`src/rtl/mcud_pkg.sv`:
```
// shared types, constants and digit functions for the mod-60 up/down counter display
package mcud_pkg;

  // count range and widths
  localparam int unsigned MAX_COUNT = 59;
  localparam int unsigned CNT_W     = 7;
  localparam int unsigned TICK_W    = 10;
  localparam int unsigned SEG_W     = 7;
  localparam int unsigned BCD_W     = 8;
  localparam int unsigned IDX_W     = 3;

  // register reset values
  localparam logic [TICK_W-1:0] UP_TICKS_RST       = TICK_W'(20);
  localparam logic [TICK_W-1:0] DOWN_TICKS_RST     = TICK_W'(50);
  localparam logic [TICK_W-1:0] BLINK_TICKS_RST    = TICK_W'(500);
  localparam logic [TICK_W-1:0] OVER_ON_TICKS_RST  = TICK_W'(20);
  localparam logic [TICK_W-1:0] OVER_WRAP_RST      = TICK_W'(40);
  localparam logic [TICK_W-1:0] UNDER_ON_TICKS_RST = TICK_W'(50);
  localparam logic [TICK_W-1:0] UNDER_WRAP_RST     = TICK_W'(100);

  // configuration register indexes
  typedef enum logic [IDX_W-1:0] {
    CFG_UP_TICKS       = 3'd0,
    CFG_DOWN_TICKS     = 3'd1,
    CFG_BLINK_TICKS    = 3'd2,
    CFG_OVER_ON_TICKS  = 3'd3,
    CFG_OVER_WRAP      = 3'd4,
    CFG_UNDER_ON_TICKS = 3'd5,
    CFG_UNDER_WRAP     = 3'd6
  } cfg_index_t;

  // counter phase
  typedef enum logic [1:0] {
    PH_COUNT = 2'd0,
    PH_OVER  = 2'd1,
    PH_UNDER = 2'd2
  } phase_t;

  typedef struct packed {
    logic [TICK_W-1:0] up_ticks;
    logic [TICK_W-1:0] down_ticks;
    logic [TICK_W-1:0] blink_ticks;
    logic [TICK_W-1:0] over_on_ticks;
    logic [TICK_W-1:0] over_wrap;
    logic [TICK_W-1:0] under_on_ticks;
    logic [TICK_W-1:0] under_wrap;
  } cfg_t;

  typedef struct packed {
    logic             tens_enable;
    logic             units_enable;
    logic [SEG_W-1:0] segments;
    logic [BCD_W-1:0] bcd_leds;
  } result_t;

  // packed bcd of a value below 100
  function automatic logic [BCD_W-1:0] to_bcd(input logic [CNT_W-1:0] v);
    logic [3:0]       tens;
    logic [CNT_W-1:0] rem;
    tens = 4'd0;
    for (int i = 1; i <= 9; i++) begin
      if (v >= CNT_W'(10 * i)) begin
        tens = 4'(i);
      end
    end
    rem = v - (CNT_W'(tens) * CNT_W'(10));
    return {tens, rem[3:0]};
  endfunction

  // segment pattern g..a for one decimal digit
  function automatic logic [SEG_W-1:0] seg_pattern(input logic [3:0] d);
    logic [SEG_W-1:0] s;
    unique case (d)
      4'd0: s = 7'h3F;
      4'd1: s = 7'h06;
      4'd2: s = 7'h5B;
      4'd3: s = 7'h4F;
      4'd4: s = 7'h66;
      4'd5: s = 7'h6D;
      4'd6: s = 7'h7D;
      4'd7: s = 7'h07;
      4'd8: s = 7'h7F;
      4'd9: s = 7'h6F;
      default: s = '0;
    endcase
    return s;
  endfunction

endpackage

```
`src/rtl/mcud_cfg.sv`:
```
// configuration register file for the counter display
module mcud_cfg (
  input  logic                         clk,
  input  logic                         rst,
  input  logic                         cfg_write,
  input  logic [mcud_pkg::IDX_W-1:0]   cfg_index,
  input  logic [mcud_pkg::TICK_W-1:0]  cfg_data,
  output mcud_pkg::cfg_t               cfg
);

  always_ff @(posedge clk) begin
    if (rst) begin
      cfg.up_ticks       <= mcud_pkg::UP_TICKS_RST;
      cfg.down_ticks     <= mcud_pkg::DOWN_TICKS_RST;
      cfg.blink_ticks    <= mcud_pkg::BLINK_TICKS_RST;
      cfg.over_on_ticks  <= mcud_pkg::OVER_ON_TICKS_RST;
      cfg.over_wrap      <= mcud_pkg::OVER_WRAP_RST;
      cfg.under_on_ticks <= mcud_pkg::UNDER_ON_TICKS_RST;
      cfg.under_wrap     <= mcud_pkg::UNDER_WRAP_RST;
    end else if (cfg_write) begin
      unique case (cfg_index)
        mcud_pkg::CFG_UP_TICKS:       cfg.up_ticks       <= cfg_data;
        mcud_pkg::CFG_DOWN_TICKS:     cfg.down_ticks     <= cfg_data;
        mcud_pkg::CFG_BLINK_TICKS:    cfg.blink_ticks    <= cfg_data;
        mcud_pkg::CFG_OVER_ON_TICKS:  cfg.over_on_ticks  <= cfg_data;
        mcud_pkg::CFG_OVER_WRAP:      cfg.over_wrap      <= cfg_data;
        mcud_pkg::CFG_UNDER_ON_TICKS: cfg.under_on_ticks <= cfg_data;
        mcud_pkg::CFG_UNDER_WRAP:     cfg.under_wrap     <= cfg_data;
        default: begin
          // unknown index, dropped
        end
      endcase
    end
  end

endmodule

```
`src/rtl/mcud_core.sv`:
```
// counter, blink sequencer and digit mux state with its per-tick update
module mcud_core (
  input  logic                clk,
  input  logic                rst,
  input  logic                step,
  input  logic                count_down,
  input  mcud_pkg::cfg_t      cfg,
  output mcud_pkg::result_t   result
);

  logic [mcud_pkg::CNT_W-1:0]  count_value, count_value_next;
  mcud_pkg::phase_t            phase, phase_next;
  logic [mcud_pkg::TICK_W-1:0] period_tick, period_tick_next;
  logic [mcud_pkg::TICK_W-1:0] blink_cycle, blink_cycle_next;
  logic                        latched_down, latched_down_next;
  logic                        digit_select, digit_select_next;
  logic [mcud_pkg::BCD_W-1:0]  bcd_register, bcd_register_next;

  logic                        disp_on;
  logic [mcud_pkg::BCD_W-1:0]  shown;
  logic [mcud_pkg::TICK_W:0]   pt_inc;
  logic [mcud_pkg::TICK_W:0]   bc_inc;
  logic [mcud_pkg::TICK_W-1:0] on_t;
  logic [mcud_pkg::TICK_W-1:0] wrap;
  logic [mcud_pkg::TICK_W-1:0] len;
  logic                        ld_now;
  logic                        over;

  assign pt_inc = {1'b0, period_tick} + 1'b1;
  assign bc_inc = {1'b0, blink_cycle} + 1'b1;
  assign shown  = mcud_pkg::to_bcd(count_value);

  always_comb begin
    count_value_next  = count_value;
    phase_next        = phase;
    period_tick_next  = period_tick;
    blink_cycle_next  = blink_cycle;
    latched_down_next = latched_down;
    digit_select_next = ~digit_select;
    bcd_register_next = bcd_register;
    disp_on           = 1'b1;
    over              = 1'b0;
    on_t              = '0;
    wrap              = '0;
    len               = '0;
    ld_now            = latched_down;

    unique case (phase)
      mcud_pkg::PH_OVER, mcud_pkg::PH_UNDER: begin
        over    = (phase == mcud_pkg::PH_OVER);
        on_t    = over ? cfg.over_on_ticks : cfg.under_on_ticks;
        wrap    = over ? cfg.over_wrap : cfg.under_wrap;
        disp_on = (blink_cycle < on_t);
        blink_cycle_next = (bc_inc > {1'b0, wrap}) ? '0 : bc_inc[mcud_pkg::TICK_W-1:0];
        if (pt_inc >= {1'b0, cfg.blink_ticks}) begin
          count_value_next  = over ? '0 : mcud_pkg::CNT_W'(mcud_pkg::MAX_COUNT);
          bcd_register_next = over ? '0 :
                              mcud_pkg::to_bcd(mcud_pkg::CNT_W'(mcud_pkg::MAX_COUNT));
          phase_next        = mcud_pkg::PH_COUNT;
          period_tick_next  = '0;
        end else begin
          period_tick_next  = pt_inc[mcud_pkg::TICK_W-1:0];
        end
      end
      default: begin
        // counting, and the unused code behaves the same
        phase_next = mcud_pkg::PH_COUNT;
        if (period_tick == '0) begin
          ld_now = count_down;
        end
        latched_down_next = ld_now;
        len = ld_now ? cfg.down_ticks : cfg.up_ticks;
        if (pt_inc >= {1'b0, len}) begin
          period_tick_next = '0;
          if (!ld_now) begin
            if (count_value >= mcud_pkg::CNT_W'(mcud_pkg::MAX_COUNT)) begin
              count_value_next = mcud_pkg::CNT_W'(mcud_pkg::MAX_COUNT);
              phase_next       = mcud_pkg::PH_OVER;
              blink_cycle_next = '0;
            end else begin
              count_value_next  = count_value + 1'b1;
              bcd_register_next = mcud_pkg::to_bcd(count_value + 1'b1);
            end
          end else begin
            if (count_value == '0) begin
              phase_next       = mcud_pkg::PH_UNDER;
              blink_cycle_next = '0;
            end else begin
              count_value_next  = count_value - 1'b1;
              bcd_register_next = mcud_pkg::to_bcd(count_value - 1'b1);
            end
          end
        end else begin
          period_tick_next = pt_inc[mcud_pkg::TICK_W-1:0];
        end
      end
    endcase

    result.tens_enable  = disp_on & ~digit_select;
    result.units_enable = disp_on & digit_select;
    result.segments     = disp_on ?
                          mcud_pkg::seg_pattern(digit_select ? shown[3:0] : shown[7:4]) : '0;
    result.bcd_leds     = bcd_register_next;
  end

  always_ff @(posedge clk) begin
    if (rst) begin
      count_value  <= '0;
      phase        <= mcud_pkg::PH_COUNT;
      period_tick  <= '0;
      blink_cycle  <= '0;
      latched_down <= 1'b0;
      digit_select <= 1'b0;
      bcd_register <= '0;
    end else if (step) begin
      count_value  <= count_value_next;
      phase        <= phase_next;
      period_tick  <= period_tick_next;
      blink_cycle  <= blink_cycle_next;
      latched_down <= latched_down_next;
      digit_select <= digit_select_next;
      bcd_register <= bcd_register_next;
    end
  end

`ifndef SYNTHESIS
  a_count_bound: assert property (@(posedge clk) disable iff (rst)
    count_value <= mcud_pkg::CNT_W'(mcud_pkg::MAX_COUNT))
    else $error("count above its maximum");

  a_digit_alternates: assert property (@(posedge clk) disable iff (rst)
    step |=> (digit_select != $past(digit_select)))
    else $error("digit select did not alternate on a tick");

  a_bcd_digits: assert property (@(posedge clk) disable iff (rst)
    (bcd_register[3:0] <= 4'd9) && (bcd_register[7:4] <= 4'd9))
    else $error("bcd led byte holds a non-decimal nibble");

  a_counting_shows_digit: assert property (@(posedge clk) disable iff (rst)
    (step && (phase == mcud_pkg::PH_COUNT)) |-> (result.tens_enable != result.units_enable))
    else $error("counting tick does not drive exactly one digit");
`endif

endmodule

```
`src/rtl/mod60_updown_counter_display_core.sv`:
```
// top level of the mod-60 up/down counter with muxed seven-segment and bcd led outputs
//
// each word on the tick channel is one timer tick carrying the direction switch
// (count_down); each tick yields exactly one word on the display channel with the
// digit enables, the segment pattern g..a of the driven digit and the packed bcd led
// byte as it stands after that tick. the switch is sampled on the first tick of a
// counting period, which lasts up_ticks or down_ticks ticks, after which the count
// steps within 0..59. stepping past either end holds the count, blinks the display for
// blink_ticks ticks and then loads the opposite end. the block takes one tick per
// clock as long as the display side keeps taking words: a tick word is held in the
// input register, and the state update is a single pass of logic from there into
// the result register. a stall on the display side holds the result register and,
// through it, the input register. configuration writes (cfg_write, cfg_index,
// cfg_data) take effect on the next clock and are meant to be issued while no tick
// is in flight.
module mod60_updown_counter_display_core (
  input  logic                          clk,
  input  logic                          rst,

  // configuration write port
  input  logic                          cfg_write,
  input  logic [mcud_pkg::IDX_W-1:0]    cfg_index,
  input  logic [mcud_pkg::TICK_W-1:0]   cfg_data,

  // tick channel
  input  logic                          tick_valid,
  output logic                          tick_stall,
  input  logic                          count_down,

  // display channel
  output logic                          disp_valid,
  input  logic                          disp_stall,
  output logic                          tens_enable,
  output logic                          units_enable,
  output logic [mcud_pkg::SEG_W-1:0]    segments,
  output logic [mcud_pkg::BCD_W-1:0]    bcd_leds
);

  mcud_pkg::cfg_t    cfg;
  mcud_pkg::result_t result;

  // input register
  logic s1_valid;
  logic s1_count_down;

  logic tick_take;
  logic advance;

  // a held word moves on when the result register is empty or being drained
  assign advance    = s1_valid & (~disp_valid | ~disp_stall);
  assign tick_stall = s1_valid & ~advance;
  assign tick_take  = tick_valid & ~tick_stall;

  mcud_cfg u_cfg (
    .clk       (clk),
    .rst       (rst),
    .cfg_write (cfg_write),
    .cfg_index (cfg_index),
    .cfg_data  (cfg_data),
    .cfg       (cfg)
  );

  // state update runs once per word, as it leaves the input register
  mcud_core u_core (
    .clk        (clk),
    .rst        (rst),
    .step       (advance),
    .count_down (s1_count_down),
    .cfg        (cfg),
    .result     (result)
  );

  // input register control
  always_ff @(posedge clk) begin
    if (rst) begin
      s1_valid <= 1'b0;
    end else if (tick_take) begin
      s1_valid <= 1'b1;
    end else if (advance) begin
      s1_valid <= 1'b0;
    end
  end

  // input register payload
  always_ff @(posedge clk) begin
    if (tick_take) begin
      s1_count_down <= count_down;
    end
  end

  // result register control
  always_ff @(posedge clk) begin
    if (rst) begin
      disp_valid <= 1'b0;
    end else if (advance) begin
      disp_valid <= 1'b1;
    end else if (!disp_stall) begin
      disp_valid <= 1'b0;
    end
  end

  // result register payload, held while stalled
  always_ff @(posedge clk) begin
    if (advance) begin
      tens_enable  <= result.tens_enable;
      units_enable <= result.units_enable;
      segments     <= result.segments;
      bcd_leds     <= result.bcd_leds;
    end
  end

endmodule

```
`config.mk`:
```
export PLATFORM = sky130hd
export DESIGN_NAME = mod60_updown_counter_display_core
export DESIGN_NICKNAME = d
export VERILOG_FILES = /design/src/rtl/mcud_pkg.sv /design/src/rtl/mcud_cfg.sv /design/src/rtl/mcud_core.sv /design/src/rtl/mod60_updown_counter_display_core.sv
export SDC_FILE = /design/constraint.sdc
export NUM_CORES = 1
export LEC_CHECK = 0
export BUFFER_PORTS_ARGS = -buffer_cell sky130_fd_sc_hd__buf_2
export CAP_MARGIN = 20
export CORE_MARGIN = 5
export CORE_UTILIZATION = 45
export DETAILED_ROUTE_END_ITERATION = 8
export RECOVER_POWER = 100
export SETUP_SLACK_MARGIN = 0.3
export SLEW_MARGIN = 5
export SYNTH_ARGS = -nofsm -noshare
export SYNTH_HDL_FRONTEND = slang
export SYNTH_SLANG_ARGS = --single-unit
```
`constraint.sdc`:
```
create_clock -name clk -period 3.8 [get_ports clk]
set_input_delay 0.19 -clock clk [delete_from_list [all_inputs] [get_ports clk]]
set_output_delay 0.19 -clock clk [all_outputs]
set_load 0.05 [all_outputs]
```
==> results.cfg <==
[status]
status = complete, but fails checks
violations = max-capacitance violations, max-slew violations

[cells_and_area]
layout.nets = 1210
syn2layout_area_growth_pct = 19.1
utilization_pct = 54.2
layout_commonest_cell = nand2_1
multi_input_area_um2 = 5580
stdcell_count = 1379
antenna_cells = 0
n_fill_cell = 1773
final_cell_mix = nand2_1 (196), a21oi_1 (108), dfxtp_1 (101)
drive_gt1_share_pct = 17.2
final_area_um2 = 10100
seqCellArea_um2 = 2780

[floorplanning]
core-area_um2 = 18600
io_pins = 38
die_w_um = 147
num_rows = 50
die-area_um2 = 21600
start_util_pct = 45.5
die_h_um = 147

[worst_setup_path]
reg2reg_depth = 13
r2r_start = u_core.period_tick[0]$_SDFFE_PP0P_
critPathMaxFanout = 5
reg2reg_setup_slack_ns = 0.29
path_class = flop to flop
end_kind = flop
reg2reg_to = bcd_leds[3]$_DFFE_PP_
start_kind = flop
required_ns = 3.97
cp.arrival_ns = 3.68

[synth]
ys_ff_latch = 129
synth_ff_type = dfxtp_1
ys_types = 80
synth-seq-area-share_pct = 32.7
syn-cell-area_um2 = 8450
yosysWarnings = 0
async_reset_ff_share_pct = 0
synthesis.nets = 1148
syn_avg_cell_area_um2 = 7.89
synth_edf_count = 18
netlist_instances = 1071

[sta]
tns_ns = 0
finClkSkew_ns = 0.0119
rsz0062_at_grt = true
finalHoldWorstSlack_ns = 0.0283
setup_viol = 0
fin_crit_ns = 3.51
tightest_slew_ns = 2.11
slew_headroom_pct = -40.8
worst_slack_ns = 0.290
post-route-period-util_pct = 92.4
hold_viol = 0
drv_slew = 127
fmax_mhz = 285

[cts]
cts_tree = done
cts.path.max_buffers = 2
root_buffer = clkbuf_16
cts_sinks = 129
cts-buffers-inserted = 17
clk_pin_slew_ns = 0.06
cts_max_level = 4
clock_latency_ns = 0.42

[place]
pre_cts_slack_ns = 0.0955
placedCellCount = 1331
placed_cell_area_um2 = 9050
dpl.hpwl_mm = 17.0
place_congestion = 0.897
io_buffers = 37

[flow_run]
maxCapViolations = 2

[worst_hold_path]
hold_path_end = disp_valid$_SDFFE_PP0P_
min_delay_path_depth = 3
min_from = disp_stall
hold_class = primary input to flop

[drt]
via_per_inst = 5.87
dr.pass1.iters = 5
drt_iter0_markers = 646
ant_nets = 0
drc_errors = 0
num_vias = 8094
wl_per_cell_um = 17.7
wirelength_mm = 24.4

[global_routing]
grt_usage_pct = 22.0
grt_pass1_wl_mm = 39.2
grt_max_degree = 85
grt_overflow_total = 0
antenna_found_initial = 0
grt_pass1_vias = 7518

[power]
vdd_ir_drop_max_v = 0.000363
finalPower_mw = 3.37
p_per_area_nw_per_um2 = 335
leakagePower_nw = 3.87
[routing by layer]
layer  routed length, um  track usage, %
met1               11300            30.0
met2               11400            36.3
met3                1220            3.49
met4                 460            6.01
met5                   0               0
[layout make-up]
cell class	instances	area share, %
tap	234	2.91
multi-input combinational	845	55.4
clock inverter	12	1.21
sequential	129	27.6
clock buffer	19	4.50
inverter	35	1.37
timing repair buffer	105	6.98
[worst max-delay path, stage by stage, from the launching register on]
cell and delay [ns]:
dfxtp_4 0.38, ha_1 0.17, and3_1 0.19, nand3_1 0.22
xnor2_2 0.29, ha_1 0.30, a21o_1 0.16, a211o_1 0.31
a211oi_1 0.21, o21ai_1 0.26, clkbuf_1 0.22, a22o_1 0.28
o21ai_0 0.19, nor3_2 0.07
[flip-flops by register name (all words and copies together) (netlist names)]
signal and flops:
segments 7, u_core.period_tick 10, u_core.digit_select 1, tens_enable 1, u_core.count_value 7, u_core.phase 2
disp_valid 1, units_enable 1, s1_valid 1, u_cfg.cfg 70, u_core.blink_cycle 10, u_core.latched_down 1
s1_count_down 1, bcd_leds 8, u_core.bcd_register 8
[report_power, final]
part | total [mW] | switching (mW) | internal (mW)
sequential | 1.44 | 0.0198 | 1.42
combinational | 0.320 | 0.215 | 0.106
clock | 1.61 | 0.668 | 0.945
[worst max-delay path by stage]
stage / from / endpoint / slack [ns] / depth (start not counted)
after detailed placement: u_core.period_tick[0]$_SDFFE_PP0P_ / u_core.count_value[1]$_SDFFE_PP0P_ / 0.1 / 16
after global placement: u_core.period_tick[5]$_SDFFE_PP0P_ / u_core.count_value[1]$_SDFFE_PP0P_ / 0.15 / 13
final: u_core.period_tick[0]$_SDFFE_PP0P_ / bcd_leds[3]$_DFFE_PP_ / 0.29 / 13
after floorplan: u_core.count_value[0]$_SDFFE_PP0P_ / bcd_leds[3]$_DFFE_PP_ / 0.30 / 18
after global routing: u_core.period_tick[5]$_SDFFE_PP0P_ / u_core.blink_cycle[2]$_SDFFE_PP0P_ / 0.14 / 15
after CTS: u_core.count_value[0]$_SDFFE_PP0P_ / bcd_leds[3]$_DFFE_PP_ / 0.28 / 16
[logic make-up after synthesis]
family | Yosys count | share of synthesized area (%)
flip-flops | 129 | 32.7
AO/OA/AOI/OAI | 308 | 23.3
AND/OR/NAND/NOR | 408 | 22.4
buffers and inverters | 98 | 4.96
XOR/XNOR | 35 | 3.63
adder cells (fa/ha/maj) | 60 | 9.11
multiplexers | 33 | 3.97
[synth_stat cells, types with 10 or more instances]
cell      instances  area share (%)
mux2i_1          29             3.4
a21oi_1         109             6.5
edfxtp_1         18             6.4
o31ai_1          13             1.2
a31oi_1          16             1.2
nor2_1           56             2.5
ha_1             55             8.1
dfxtp_1         111              26
buf_2            14            0.83
clkbuf_1         39             1.7
xor2_1           12             1.2
nand3_1          49             2.9
o21ai_0          48             2.8
o211ai_1         10            0.89
nand2b_1         11            0.81
nand2_1         200             8.9
xnor2_1          23             2.4
nor2b_1          12            0.89
nor3_1           18             1.1
o21a_1           12             1.1
and3_1           11            0.81
inv_1            30             1.3
a21o_1           11            0.98
[what timing repair did]
action,CTS,global route
resized for setup,16,85
setup endpoints to repair,38,47
pin swaps,1,29
hold buffers,2,0
buffers inserted,1,13
cloned,0,1
hold endpoints to repair,2,0
No activity file was read; power rests on OpenSTA's default activity.
